$ cat src/rtl/core/cleb_pkg.sv
`timescale 1ns / 1ps
// ----------------------------------------------------------------------------
// cleb_pkg: shared types and constants of the line edit buffer
// Key codes, the command format passed from front to back, queue sizing
// and the status group that the back end reports.
// ----------------------------------------------------------------------------
package cleb_pkg;

   // default line capacity, range 2 to 64
   localparam int LINE_CAPACITY_DEF = 64;

   // widest count a line of up to 64 characters needs
   localparam int CNT_MAX_W = 7;

   // command queue depth, a power of two so the pointers wrap by themselves
   localparam int QUEUE_DEPTH = 4;

   // editing keys
   localparam logic [7:0] KEY_LEFT   = 8'd60;
   localparam logic [7:0] KEY_RIGHT  = 8'd62;
   localparam logic [7:0] KEY_DELETE = 8'd45;

   typedef enum logic [2:0] {
      OP_NONE,
      OP_LEFT,
      OP_RIGHT,
      OP_DELETE,
      OP_INSERT
   } op_type;

   // one classified request
   typedef struct packed {
      op_type     op;
      logic [7:0] key;
      logic       eol;
   } cmd_type;

   // write side of the command queue
   typedef struct packed {
      logic    valid;
      cmd_type cmd;
   } push_type;

   // read side of the command queue
   typedef struct packed {
      logic    valid;
      cmd_type cmd;
   } head_type;

   // back end status, counts zero-extended to the widest line
   typedef struct packed {
      logic                 busy;
      logic [CNT_MAX_W-1:0] cursor;
      logic [CNT_MAX_W-1:0] length;
   } status_type;

endpackage

$ cat src/rtl/core/cleb_front.sv
`timescale 1ns / 1ps
// ----------------------------------------------------------------------------
// cleb_front: request intake and key classification
// Takes requests, turns each key into an editing command and pushes it
// into the command queue. Requests with neither a key nor an end marker
// carry no work and are taken without a queue entry.
// ----------------------------------------------------------------------------
module cleb_front
   import cleb_pkg::*;
(
   input  logic       req_valid,
   output logic       req_stall,
   input  logic [7:0] req_key_code,
   input  logic       req_key_valid,
   input  logic       req_end_of_line,
   input  logic       queue_full,
   output push_type   push
);

   op_type key_op;

   // key decoder
   always_comb begin
      unique case (req_key_code)
         KEY_LEFT:   key_op = OP_LEFT;
         KEY_RIGHT:  key_op = OP_RIGHT;
         KEY_DELETE: key_op = OP_DELETE;
         default:    key_op = OP_INSERT;
      endcase
   end

   // hold off requests while the queue has no room
   assign req_stall = queue_full;

   // queue write
   always_comb begin
      push.valid   = req_valid && !queue_full && (req_key_valid || req_end_of_line);
      push.cmd.op  = req_key_valid ? key_op : OP_NONE;
      push.cmd.key = req_key_code;
      push.cmd.eol = req_end_of_line;
   end

endmodule

$ cat src/rtl/core/cleb_queue.sv
`timescale 1ns / 1ps
// ----------------------------------------------------------------------------
// cleb_queue: command queue between front and back end
// A small register fifo that lets the intake keep taking requests while
// the back end shifts the line store or flushes a line.
// ----------------------------------------------------------------------------
module cleb_queue
   import cleb_pkg::*;
(
   input  logic     clock,
   input  logic     reset,
   input  push_type push,
   input  logic     pop,
   output head_type head,
   output logic     full
);

   localparam int PTR_W = $clog2(QUEUE_DEPTH);
   localparam int CNT_W = $clog2(QUEUE_DEPTH + 1);

   cmd_type            entry_ff [QUEUE_DEPTH];
   logic [PTR_W-1:0]   wr_ptr_ff, wr_ptr_in;
   logic [PTR_W-1:0]   rd_ptr_ff, rd_ptr_in;
   logic [CNT_W-1:0]   count_ff, count_in;

   assign full       = (count_ff == CNT_W'(QUEUE_DEPTH));
   assign head.valid = (count_ff != '0);
   assign head.cmd   = entry_ff[rd_ptr_ff];

   // pointer and fill count update
   always_comb begin
      wr_ptr_in = push.valid ? wr_ptr_ff + PTR_W'(1) : wr_ptr_ff;
      rd_ptr_in = pop ? rd_ptr_ff + PTR_W'(1) : rd_ptr_ff;
      count_in  = count_ff;
      if (push.valid && !pop) begin
         count_in = count_ff + CNT_W'(1);
      end else if (!push.valid && pop) begin
         count_in = count_ff - CNT_W'(1);
      end
   end

   always_ff @(posedge clock) begin
      if (reset) begin
         wr_ptr_ff <= '0;
         rd_ptr_ff <= '0;
         count_ff  <= '0;
      end else begin
         wr_ptr_ff <= wr_ptr_in;
         rd_ptr_ff <= rd_ptr_in;
         count_ff  <= count_in;
      end
   end

   // entry storage
   always_ff @(posedge clock) begin
      if (push.valid) begin
         entry_ff[wr_ptr_ff] <= push.cmd;
      end
   end

endmodule

$ cat src/rtl/core/cleb_back.sv
`timescale 1ns / 1ps
// ----------------------------------------------------------------------------
// cleb_back: command execution, line store and response register
// Carries out one command at a time on the line store. Insert and delete
// move the characters behind the cursor one entry per read/write pair;
// an end of line then walks the store into the response register.
// ----------------------------------------------------------------------------
module cleb_back
   import cleb_pkg::*;
#(
   parameter int LINE_CAPACITY = LINE_CAPACITY_DEF
) (
   input  logic       clock,
   input  logic       reset,
   input  head_type   head,
   output logic       pop,
   output logic       rsp_valid,
   input  logic       rsp_stall,
   output logic [7:0] rsp_text_char,
   output logic       rsp_line_empty,
   output logic       rsp_line_overflow,
   output logic       rsp_last_of_line,
   output status_type status
);

   localparam int IDX_W = $clog2(LINE_CAPACITY);
   localparam int CNT_W = $clog2(LINE_CAPACITY + 1);
   localparam logic [CNT_W-1:0] ONE = CNT_W'(1);
   localparam logic [CNT_W-1:0] CAP = CNT_W'(LINE_CAPACITY);

   typedef enum logic [8:0] {
      ST_IDLE     = 9'b000000001,
      ST_INS_RD   = 9'b000000010,
      ST_INS_WR   = 9'b000000100,
      ST_INS_PUT  = 9'b000001000,
      ST_DEL_RD   = 9'b000010000,
      ST_DEL_WR   = 9'b000100000,
      ST_FL_RD    = 9'b001000000,
      ST_FL_OUT   = 9'b010000000,
      ST_FL_EMPTY = 9'b100000000
   } state_type;

   state_type        state_ff, state_in;
   cmd_type          cmd_ff, cmd_in;
   logic [CNT_W-1:0] cursor_ff, cursor_in;
   logic [CNT_W-1:0] length_ff, length_in;
   logic             overflow_ff, overflow_in;
   logic [CNT_W-1:0] ptr_ff, ptr_in;
   logic [CNT_W-1:0] flush_ff, flush_in;

   logic [7:0]       line_store_ff [LINE_CAPACITY];
   logic [7:0]       rd_data_ff;
   logic             wr_en;
   logic [IDX_W-1:0] wr_addr;
   logic [7:0]       wr_data;
   logic             rd_en;
   logic [IDX_W-1:0] rd_addr;

   logic             rsp_valid_ff, rsp_valid_in;
   logic [7:0]       rsp_char_ff;
   logic             rsp_empty_ff, rsp_ovf_ff, rsp_last_ff;
   logic             out_free, load;
   logic [7:0]       load_char;
   logic             load_empty, load_last;

   logic             op_done, op_eol, clear;
   logic [CNT_W-1:0] ptr_dec, ptr_inc, cursor_inc, cursor_dec;
   logic [CNT_W-1:0] length_inc, length_dec, flush_inc;

   assign ptr_dec    = ptr_ff - ONE;
   assign ptr_inc    = ptr_ff + ONE;
   assign cursor_inc = cursor_ff + ONE;
   assign cursor_dec = cursor_ff - ONE;
   assign length_inc = length_ff + ONE;
   assign length_dec = length_ff - ONE;
   assign flush_inc  = flush_ff + ONE;

   assign out_free = !rsp_valid_ff || !rsp_stall;

   // command sequencer
   always_comb begin
      state_in    = state_ff;
      cmd_in      = cmd_ff;
      cursor_in   = cursor_ff;
      length_in   = length_ff;
      overflow_in = overflow_ff;
      ptr_in      = ptr_ff;
      flush_in    = flush_ff;
      pop         = 1'b0;
      wr_en       = 1'b0;
      wr_addr     = cursor_ff[IDX_W-1:0];
      wr_data     = cmd_ff.key;
      rd_en       = 1'b0;
      rd_addr     = flush_ff[IDX_W-1:0];
      load        = 1'b0;
      load_char   = rd_data_ff;
      load_empty  = 1'b0;
      load_last   = 1'b0;
      op_done     = 1'b0;
      op_eol      = cmd_ff.eol;
      clear       = 1'b0;

      unique case (state_ff)
         ST_IDLE: begin
            op_eol = head.cmd.eol;
            if (head.valid) begin
               pop     = 1'b1;
               cmd_in  = head.cmd;
               op_done = 1'b1;
               case (head.cmd.op)
                  OP_LEFT: begin
                     if (cursor_ff != '0) begin
                        cursor_in = cursor_dec;
                     end
                  end
                  OP_RIGHT: begin
                     if (cursor_ff != length_ff) begin
                        cursor_in = cursor_inc;
                     end
                  end
                  OP_DELETE: begin
                     if (cursor_ff == '0) begin
                        // delete at the start of the line does nothing
                     end else if (cursor_ff == length_ff) begin
                        cursor_in = cursor_dec;
                        length_in = length_dec;
                     end else begin
                        ptr_in   = cursor_ff;
                        state_in = ST_DEL_RD;
                        op_done  = 1'b0;
                     end
                  end
                  OP_INSERT: begin
                     if (length_ff == CAP) begin
                        overflow_in = 1'b1;
                     end else if (cursor_ff == length_ff) begin
                        wr_en     = 1'b1;
                        wr_data   = head.cmd.key;
                        cursor_in = cursor_inc;
                        length_in = length_inc;
                     end else begin
                        ptr_in   = length_ff;
                        state_in = ST_INS_RD;
                        op_done  = 1'b0;
                     end
                  end
                  default: begin
                  end
               endcase
            end
         end
         // open a hole at the cursor, last character first
         ST_INS_RD: begin
            rd_en    = 1'b1;
            rd_addr  = ptr_dec[IDX_W-1:0];
            state_in = ST_INS_WR;
         end
         ST_INS_WR: begin
            wr_en   = 1'b1;
            wr_addr = ptr_ff[IDX_W-1:0];
            wr_data = rd_data_ff;
            if (ptr_dec == cursor_ff) begin
               state_in = ST_INS_PUT;
            end else begin
               ptr_in   = ptr_dec;
               state_in = ST_INS_RD;
            end
         end
         ST_INS_PUT: begin
            wr_en     = 1'b1;
            cursor_in = cursor_inc;
            length_in = length_inc;
            op_done   = 1'b1;
         end
         // close the gap before the cursor, first character first
         ST_DEL_RD: begin
            rd_en    = 1'b1;
            rd_addr  = ptr_ff[IDX_W-1:0];
            state_in = ST_DEL_WR;
         end
         ST_DEL_WR: begin
            wr_en   = 1'b1;
            wr_addr = ptr_dec[IDX_W-1:0];
            wr_data = rd_data_ff;
            if (ptr_inc == length_ff) begin
               cursor_in = cursor_dec;
               length_in = length_dec;
               op_done   = 1'b1;
            end else begin
               ptr_in   = ptr_inc;
               state_in = ST_DEL_RD;
            end
         end
         // line flush
         ST_FL_RD: begin
            rd_en    = 1'b1;
            state_in = ST_FL_OUT;
         end
         ST_FL_OUT: begin
            if (out_free) begin
               load      = 1'b1;
               load_last = (flush_inc == length_ff);
               if (flush_inc == length_ff) begin
                  clear    = 1'b1;
                  state_in = ST_IDLE;
               end else begin
                  flush_in = flush_inc;
                  state_in = ST_FL_RD;
               end
            end
         end
         ST_FL_EMPTY: begin
            if (out_free) begin
               load       = 1'b1;
               load_char  = 8'd0;
               load_empty = 1'b1;
               load_last  = 1'b1;
               clear      = 1'b1;
               state_in   = ST_IDLE;
            end
         end
         default: begin
            state_in = ST_IDLE;
         end
      endcase

      // after the edit, either wait for the next command or start a flush
      if (op_done) begin
         flush_in = '0;
         if (!op_eol) begin
            state_in = ST_IDLE;
         end else if (length_in == '0) begin
            state_in = ST_FL_EMPTY;
         end else begin
            state_in = ST_FL_RD;
         end
      end

      if (clear) begin
         cursor_in   = '0;
         length_in   = '0;
         overflow_in = 1'b0;
      end
   end

   always_ff @(posedge clock) begin
      if (reset) begin
         state_ff    <= ST_IDLE;
         cursor_ff   <= '0;
         length_ff   <= '0;
         overflow_ff <= 1'b0;
      end else begin
         state_ff    <= state_in;
         cursor_ff   <= cursor_in;
         length_ff   <= length_in;
         overflow_ff <= overflow_in;
      end
   end

   always_ff @(posedge clock) begin
      cmd_ff   <= cmd_in;
      ptr_ff   <= ptr_in;
      flush_ff <= flush_in;
   end

   // line store, one write and one registered read a cycle
   always_ff @(posedge clock) begin
      if (wr_en) begin
         line_store_ff[wr_addr] <= wr_data;
      end
      if (rd_en) begin
         rd_data_ff <= line_store_ff[rd_addr];
      end
   end

   // response register
   always_comb begin
      if (load) begin
         rsp_valid_in = 1'b1;
      end else if (rsp_stall) begin
         rsp_valid_in = rsp_valid_ff;
      end else begin
         rsp_valid_in = 1'b0;
      end
   end

   always_ff @(posedge clock) begin
      if (reset) begin
         rsp_valid_ff <= 1'b0;
      end else begin
         rsp_valid_ff <= rsp_valid_in;
      end
   end

   always_ff @(posedge clock) begin
      if (load) begin
         rsp_char_ff  <= load_char;
         rsp_empty_ff <= load_empty;
         rsp_ovf_ff   <= overflow_ff;
         rsp_last_ff  <= load_last;
      end
   end

   assign rsp_valid         = rsp_valid_ff;
   assign rsp_text_char     = rsp_char_ff;
   assign rsp_line_empty    = rsp_empty_ff;
   assign rsp_line_overflow = rsp_ovf_ff;
   assign rsp_last_of_line  = rsp_last_ff;

   assign status.busy   = (state_ff != ST_IDLE);
   assign status.cursor = CNT_MAX_W'(cursor_ff);
   assign status.length = CNT_MAX_W'(length_ff);

endmodule

$ cat src/rtl/core/cursor_line_edit_buffer_unit.sv
`timescale 1ns / 1ps
// ----------------------------------------------------------------------------
// cursor_line_edit_buffer_unit: line editor with a cursor
// Keeps one line of text and edits it from a stream of key codes.
// ----------------------------------------------------------------------------
// Usage
//   req_ channel: one key a request (key code, key valid, end of line).
//   '<' and '>' move the cursor, '-' deletes before it, any other code is
//   inserted at it; a key into a full line is dropped and marks overflow.
//   rsp_ channel: on end of line, one response a character in order, the
//   last one flagged; an empty line gives one response marked empty.
// Execution
//   Requests go into a four-entry command queue and are taken whenever it
//   has room. Cursor moves, deletes at the end of the line and appends are
//   done in the idle state as the back end takes the command. An insert or
//   delete inside the line does one store read and one store write for
//   each character behind the cursor. A flush reads each character from
//   the store and then loads it into the response register; an empty line
//   loads its one response, marked empty, straight away.
// Reset and stalls
//   Reset empties the queue and the line and clears the overflow mark; the
//   store contents are left as they are. A stalled response holds in its
//   register and the flush waits; requests keep queueing until it fills.
// ----------------------------------------------------------------------------
module cursor_line_edit_buffer_unit
   import cleb_pkg::*;
#(
   parameter int LINE_CAPACITY = LINE_CAPACITY_DEF
) (
   input  logic       clock,
   input  logic       reset,
   input  logic       req_valid,
   output logic       req_stall,
   input  logic [7:0] req_key_code,
   input  logic       req_key_valid,
   input  logic       req_end_of_line,
   output logic       rsp_valid,
   input  logic       rsp_stall,
   output logic [7:0] rsp_text_char,
   output logic       rsp_line_empty,
   output logic       rsp_line_overflow,
   output logic       rsp_last_of_line
);

   push_type   push;
   head_type   head;
   logic       queue_full;
   logic       queue_pop;
   status_type status;

   // request intake
   cleb_front u_front (
      .req_valid       (req_valid),
      .req_stall       (req_stall),
      .req_key_code    (req_key_code),
      .req_key_valid   (req_key_valid),
      .req_end_of_line (req_end_of_line),
      .queue_full      (queue_full),
      .push            (push)
   );

   // command queue
   cleb_queue u_queue (
      .clock (clock),
      .reset (reset),
      .push  (push),
      .pop   (queue_pop),
      .head  (head),
      .full  (queue_full)
   );

   // editing and flush
   cleb_back #(
      .LINE_CAPACITY (LINE_CAPACITY)
   ) u_back (
      .clock             (clock),
      .reset             (reset),
      .head              (head),
      .pop               (queue_pop),
      .rsp_valid         (rsp_valid),
      .rsp_stall         (rsp_stall),
      .rsp_text_char     (rsp_text_char),
      .rsp_line_empty    (rsp_line_empty),
      .rsp_line_overflow (rsp_line_overflow),
      .rsp_last_of_line  (rsp_last_of_line),
      .status            (status)
   );

   // cursor never runs past the end of the line
   assert property (@(posedge clock) disable iff (reset)
      status.cursor <= status.length)
      else $error("cursor beyond line length");

   // line never grows past capacity
   assert property (@(posedge clock) disable iff (reset)
      status.length <= CNT_MAX_W'(LINE_CAPACITY))
      else $error("line length beyond capacity");

   // back end only takes commands that the queue holds, and only when idle
   assert property (@(posedge clock) disable iff (reset)
      queue_pop |-> (head.valid && !status.busy))
      else $error("command taken from empty queue or while busy");

   // a request taken with work in it leaves a command in the queue
   assert property (@(posedge clock) disable iff (reset)
      (req_valid && !req_stall && (req_key_valid || req_end_of_line) && !queue_pop)
      |=> head.valid)
      else $error("accepted request lost before the back end");

endmodule
$ cat config.mk
export PLATFORM = sky130hd
export DESIGN_NAME = cursor_line_edit_buffer_unit
export DESIGN_NICKNAME = d
export VERILOG_FILES = /design/src/rtl/core/cleb_pkg.sv /design/src/rtl/core/cleb_front.sv /design/src/rtl/core/cleb_queue.sv /design/src/rtl/core/cleb_back.sv /design/src/rtl/core/cursor_line_edit_buffer_unit.sv
export SDC_FILE = /design/constraint.sdc
export NUM_CORES = 1
export LEC_CHECK = 0
export BUFFER_PORTS_ARGS = -buffer_cell sky130_fd_sc_hd__buf_2
export CAP_MARGIN = 20
export CORE_ASPECT_RATIO = 1.75
export CORE_MARGIN = 2
export CORE_UTILIZATION = 42
export CTS_CLUSTER_DIAMETER = 40
export DETAILED_ROUTE_END_ITERATION = 10
export GPL_TIMING_DRIVEN = 0
export SYNTH_ARGS = -nofsm -noshare
export SYNTH_HDL_FRONTEND = slang
export SYNTH_SLANG_ARGS = --single-unit
$ cat constraint.sdc
create_clock -name clock -period 5.8 [get_ports clock]
set_clock_uncertainty 0.1 [all_clocks]
set_input_delay 0.58 -clock clock [delete_from_list [all_inputs] [get_ports clock]]
set_output_delay 0.58 -clock clock [all_outputs]
set_load 0.02 [all_outputs]
==> summary.txt <==
Setup path
  • CP Cell Sequence: clkbuf_1 -> inv_1 -> ha_1 -> clkbuf_1 -> inv_1 -> a22oi_1 -> o2bb2ai_2 -> clkbuf_1 -> clkbuf_1 -> a311oi_1 -> o21ai_0 -> nand4_1 -> and4_1
  • Number of cells on the critical path: 13
  • Arrival time of the worst setup path: 6.12 ns
  • Family with the most delay on the worst path: buffers and inverters
  • Worst path slowest cell: sky130_fd_sc_hd__o21ai_0
  • Crit Reg-Reg Endpoint: u_back.rd_data_ff[5]
  • Startpoint of the lowest-slack register-to-register path: u_back.ptr_ff[0]
  • Cell repeated most along the worst path: sky130_fd_sc_hd__clkbuf_1
  • Depth of the worst register-to-register path: 13
  • Category of the critical setup timing path: register to register
  • Critical Path End Type: register
  • Data required time of the critical path: 6.06 ns
  • Crit start category: register
  • Highest cell delay on the worst timing path: 0.91 ns
  • Reg2reg setup slack: -0.05 ns
  • Biggest fanout along the worst timing path: 10
  • Number of buffer and inverter instances along the worst setup path: 6

Finish
  • Multi-input gate area: 0.008379 sq mm
  • Count of nets after finishing: 2,351
  • Non-filler cells, final: 3,190
  • Share of layout cells above drive strength 1: 0.08140
  • FF/Latch Area: 0.01869 sq mm
  • Filler cells: 5,743
  • Area Growth Syn to Fin: 12.08%
  • Diode insertion count for antenna repair: 0

Synthesis
  • Average cell area after synthesis: 12.41 sq um
  • Total standard cell area after synthesis: 0.02758 sq mm
  • Post-synthesis instance total: 2,223
  • Post-synth EDFFs: 595
  • Cell taking the most area after synthesis: sky130_fd_sc_hd__edfxtp_1
  • Synth area leaders: sky130_fd_sc_hd__edfxtp_1 65%, sky130_fd_sc_hd__nand2_1 6.8%, sky130_fd_sc_hd__dfxtp_1 3.0%, sky130_fd_sc_hd__nor2_1 1.9%, sky130_fd_sc_hd__nand3_1 1.9%
  • Cell with the most instances after synthesis: sky130_fd_sc_hd__edfxtp_1
  • Post-Syn Nets: 2,251
  • Sequential-to-total area share from yosys stat: 0.6777
  • Unique cell type count in the Yosys netlist: 72
  • Post-synth top area share: 0.6479
  • Top post-synthesis cells by count: 595 x sky130_fd_sc_hd__edfxtp_1, 499 x sky130_fd_sc_hd__nand2_1, 143 x sky130_fd_sc_hd__nor2_1
  • Dominant synthesized flop cell: sky130_fd_sc_hd__edfxtp_1
  • Warnings from Yosys: 0
  • Share of flip-flops with an asynchronous set or reset after synthesis: 0
  • Number of synthesized register bits: 636

Timing
  • Final count of negative-setup-slack endpoints: 2
  • Final Worst Setup Slack: -0.05379 ns
  • Achievable frequency: 0.1708 GHz
  • Final hold violations: 0
  • Max-slew violation count: 0
  • Slew HR: 0.2464
  • Transition time at the pin with the least slew margin: 1.119 ns
  • Unrepaired setup endpoints after global routing: yes
  • Period Utilization, post-route: 1.009
  • Shortest clock period the worst path allows after layout: 5.854 ns

Clock tree
  • Clock tree from TritonCTS: done
  • Largest buffer count on any clock path: 3
  • H-tree depth: 2
  • Clock latency on the worst-skew pair: 0.64 ns
  • Hold buffer count at CTS: 0
  • Root buf cell: sky130_fd_sc_hd__clkbuf_16
  • CTS buffer count: 59
  • Number of sinks on the clock net: 636
  • Number of buffers inserted by post-CTS setup repair: 0
  • Clock slew seen by the registers of the worst setup and hold paths: 0.07 ns

GRT
  • Tot GR Track Use: 0.2455
  • First-pass GRT wire length: 121,500 microns
  • Initial antenna violation count: 1
  • Grt total ovfl: 0
  • Largest net degree at the start of global routing: 65
  • Via count of the first global-routing pass: 19,065

Route
  • Total wire length after detailed routing: 82,210 microns
  • Overall via count from detail_route: 18,564
  • DRC: 0
  • Via/cell ratio: 5.819
  • Wire per inst: 25.77 microns
  • First-iteration detailed-routing DRC count: 1,476
  • Antenna violation net count after detailed routing: 0
  • Drt pass-1 iters: 5

Outcome
  • Result of the run: finished, violations left
  • Failing checks: setup timing

Run
  • Max-cap violation count: 0

Hold path
  • Depth of the worst hold-timing path: 1
  • Worst Hold Endpoint: u_queue.entry_ff[2][7]
  • Path class of the lowest-slack min-delay path: primary input to register
  • Hold Crit Start: req_key_code[6]

Power and ir drop
  • Net switching power of the design: 4.526 mW
  • Flop pwr share: 0.443
  • Leakage Power: 10.13 nW
  • Power density normalized to cell area: 437.9 mW/mm^2
  • Clock group share of total power: 0.291
  • Switching share of power: 0.3344
  • P_int: 9.010 mW
  • Max VDD drop: 0.2639 mV
  • Share of power burned in combinational logic: 0.266

Floorplan
  • Number of top-level pins: 27
  • Die Outline Area: 0.06781 sq mm
  • Row cnt: 124
  • Area of the core: 0.06516 sq mm
  • Initial core utilization: 0.4232
  • Die boundary width: 197.7 microns
  • DIE HEIGHT: 343.0 microns

Placement
  • Pre-CTS WS: -0.1136 ns
  • Final estimated routing congestion in global placement: 0.9392
  • Number of placed instances with taps included: 3,079
  • HPWL after detailed placement: 58,970 microns
  • # port buffers: 26
[what timing repair did]
item / in CTS / in global routing
endpoints found under the setup margin: 2 / 135
gates cloned: 0 / 0
resized for setup: 1 / 13
[power groups by stage]
stage               sequential (mW)  combinational (mW)  clock, mW
finish                         6.00                3.60       3.94
detailed placement             6.10                3.57          0
CTS                            6.00                3.58       3.98
floorplan                      6.10                2.14          0
global placement               6.21                3.38          0
global route                   6.02                3.86       4.14
[cell families (layout without fill, tap and decap cells)]
group | after synthesis | after routing | synth area share
compound gates | 334 | 334 | 0.08820
xor+xnor | 62 | 62 | 0.02019
fa+ha+maj | 14 | 14 | 0.006624
buf+inv | 154 | 302 | 0.02169
flops | 636 | 636 | 0.6777
mux | 56 | 56 | 0.02695
simple gates | 967 | 967 | 0.1587
[registers in the layout, indices dropped and copies added, names as in the netlist, named ones only]
name and cells:
u_back.rsp_valid 1, u_back.rd_data_ff 8, u_queue.entry_ff 48, u_back.rsp_last_of_line 1, u_back.overflow_ff 1, u_back.rsp_line_empty 1
u_back.length_ff 7, u_queue.count_ff 3, u_back.flush_ff 7, u_back.cursor_ff 7, u_back.ptr_ff 7, u_back.rsp_line_overflow 1
u_queue.wr_ptr_ff 2, u_queue.rd_ptr_ff 2, u_back.rsp_text_char 8, u_back.line_store_ff 512, u_back.cmd_ff 9, u_back.state_ff 9
[through the flow]
stage	util	instance area (sq um)	power, mW	hold slack [ns]	TNS [ns]
after floorplan	-	27580	8.235	0.3088	0
after global placement	0.4409	28730	9.594	0.3826	-1177.29
after detailed placement	0.4435	28900	9.670	0.4012	-0.1136
after CTS	0.4736	30860	13.57	0.07838	0
after global routing	0.4743	30910	14.02	0.09193	-6.986
final	0.4743	30910	13.54	0.09833	-0.08036
[worst reg2reg max path, cell delays in order, from the launching register on]
cell and delay, ns:
sky130_fd_sc_hd__edfxtp_1 0.40, sky130_fd_sc_hd__clkbuf_1 0.43, sky130_fd_sc_hd__inv_1 0.20, sky130_fd_sc_hd__ha_1 0.33, sky130_fd_sc_hd__clkbuf_1 0.23, sky130_fd_sc_hd__inv_1 0.11, sky130_fd_sc_hd__a22oi_1 0.09, sky130_fd_sc_hd__o2bb2ai_2 0.56
sky130_fd_sc_hd__clkbuf_1 0.64, sky130_fd_sc_hd__clkbuf_1 0.76, sky130_fd_sc_hd__a311oi_1 0.18, sky130_fd_sc_hd__o21ai_0 0.91, sky130_fd_sc_hd__nand4_1 0.33, sky130_fd_sc_hd__and4_1 0.34
[cells in the final DEF (no fill, tap or decap), types with 38 or more instances in the layout]
cell / instances
sky130_fd_sc_hd__and3_1: 47
sky130_fd_sc_hd__o21ai_0: 38
sky130_fd_sc_hd__mux2i_1: 42
sky130_fd_sc_hd__nand2_1: 491
sky130_fd_sc_hd__clkbuf_16: 59
sky130_fd_sc_hd__buf_2: 39
sky130_fd_sc_hd__clkbuf_1: 112
sky130_fd_sc_hd__o211ai_1: 54
sky130_fd_sc_hd__xnor2_1: 38
sky130_fd_sc_hd__dfxtp_1: 41
sky130_fd_sc_hd__nor2_1: 130
sky130_fd_sc_hd__a211oi_1: 51
sky130_fd_sc_hd__nand3_1: 106
sky130_fd_sc_hd__edfxtp_1: 595
[layer usage]
layer | global-route usage | share of wire | routed length, microns
met5 | 0 | 0.00016 | 13
met3 | 0.03971 | 0.053 | 4328
met1 | 0.2423 | 0.33 | 27320
met4 | 0.2011 | 0.094 | 7697
met2 | 0.4488 | 0.52 | 42850
[area by class of cell]
type | count | share of cell area
plain buffers | 138 | 0.01741
clock buffers | 65 | 0.04850
clock inverters | 44 | 0.01482
inverters | 16 | 0.001943
multi-input cells | 1433 | 0.2711
flip-flops and latches | 636 | 0.6046
well taps | 819 | 0.03315
repair buffers | 39 | 0.008461
[how the worst max path moves through the flow]
stage	startpoint	to
finish	u_back.ptr_ff[0]	u_back.rd_data_ff[5]
floorplan	u_back.state_ff[8]	u_back.line_store_ff[16][0]
CTS	register	u_back.line_store_ff[52][0]
global placement	u_back.state_ff[8]	u_back.line_store_ff[31][1]
detailed placement	u_back.ptr_ff[0]	u_back.rd_data_ff[5]
global route	register	u_back.line_store_ff[4][2]
No activity file was read; power rests on OpenSTA's default activity.
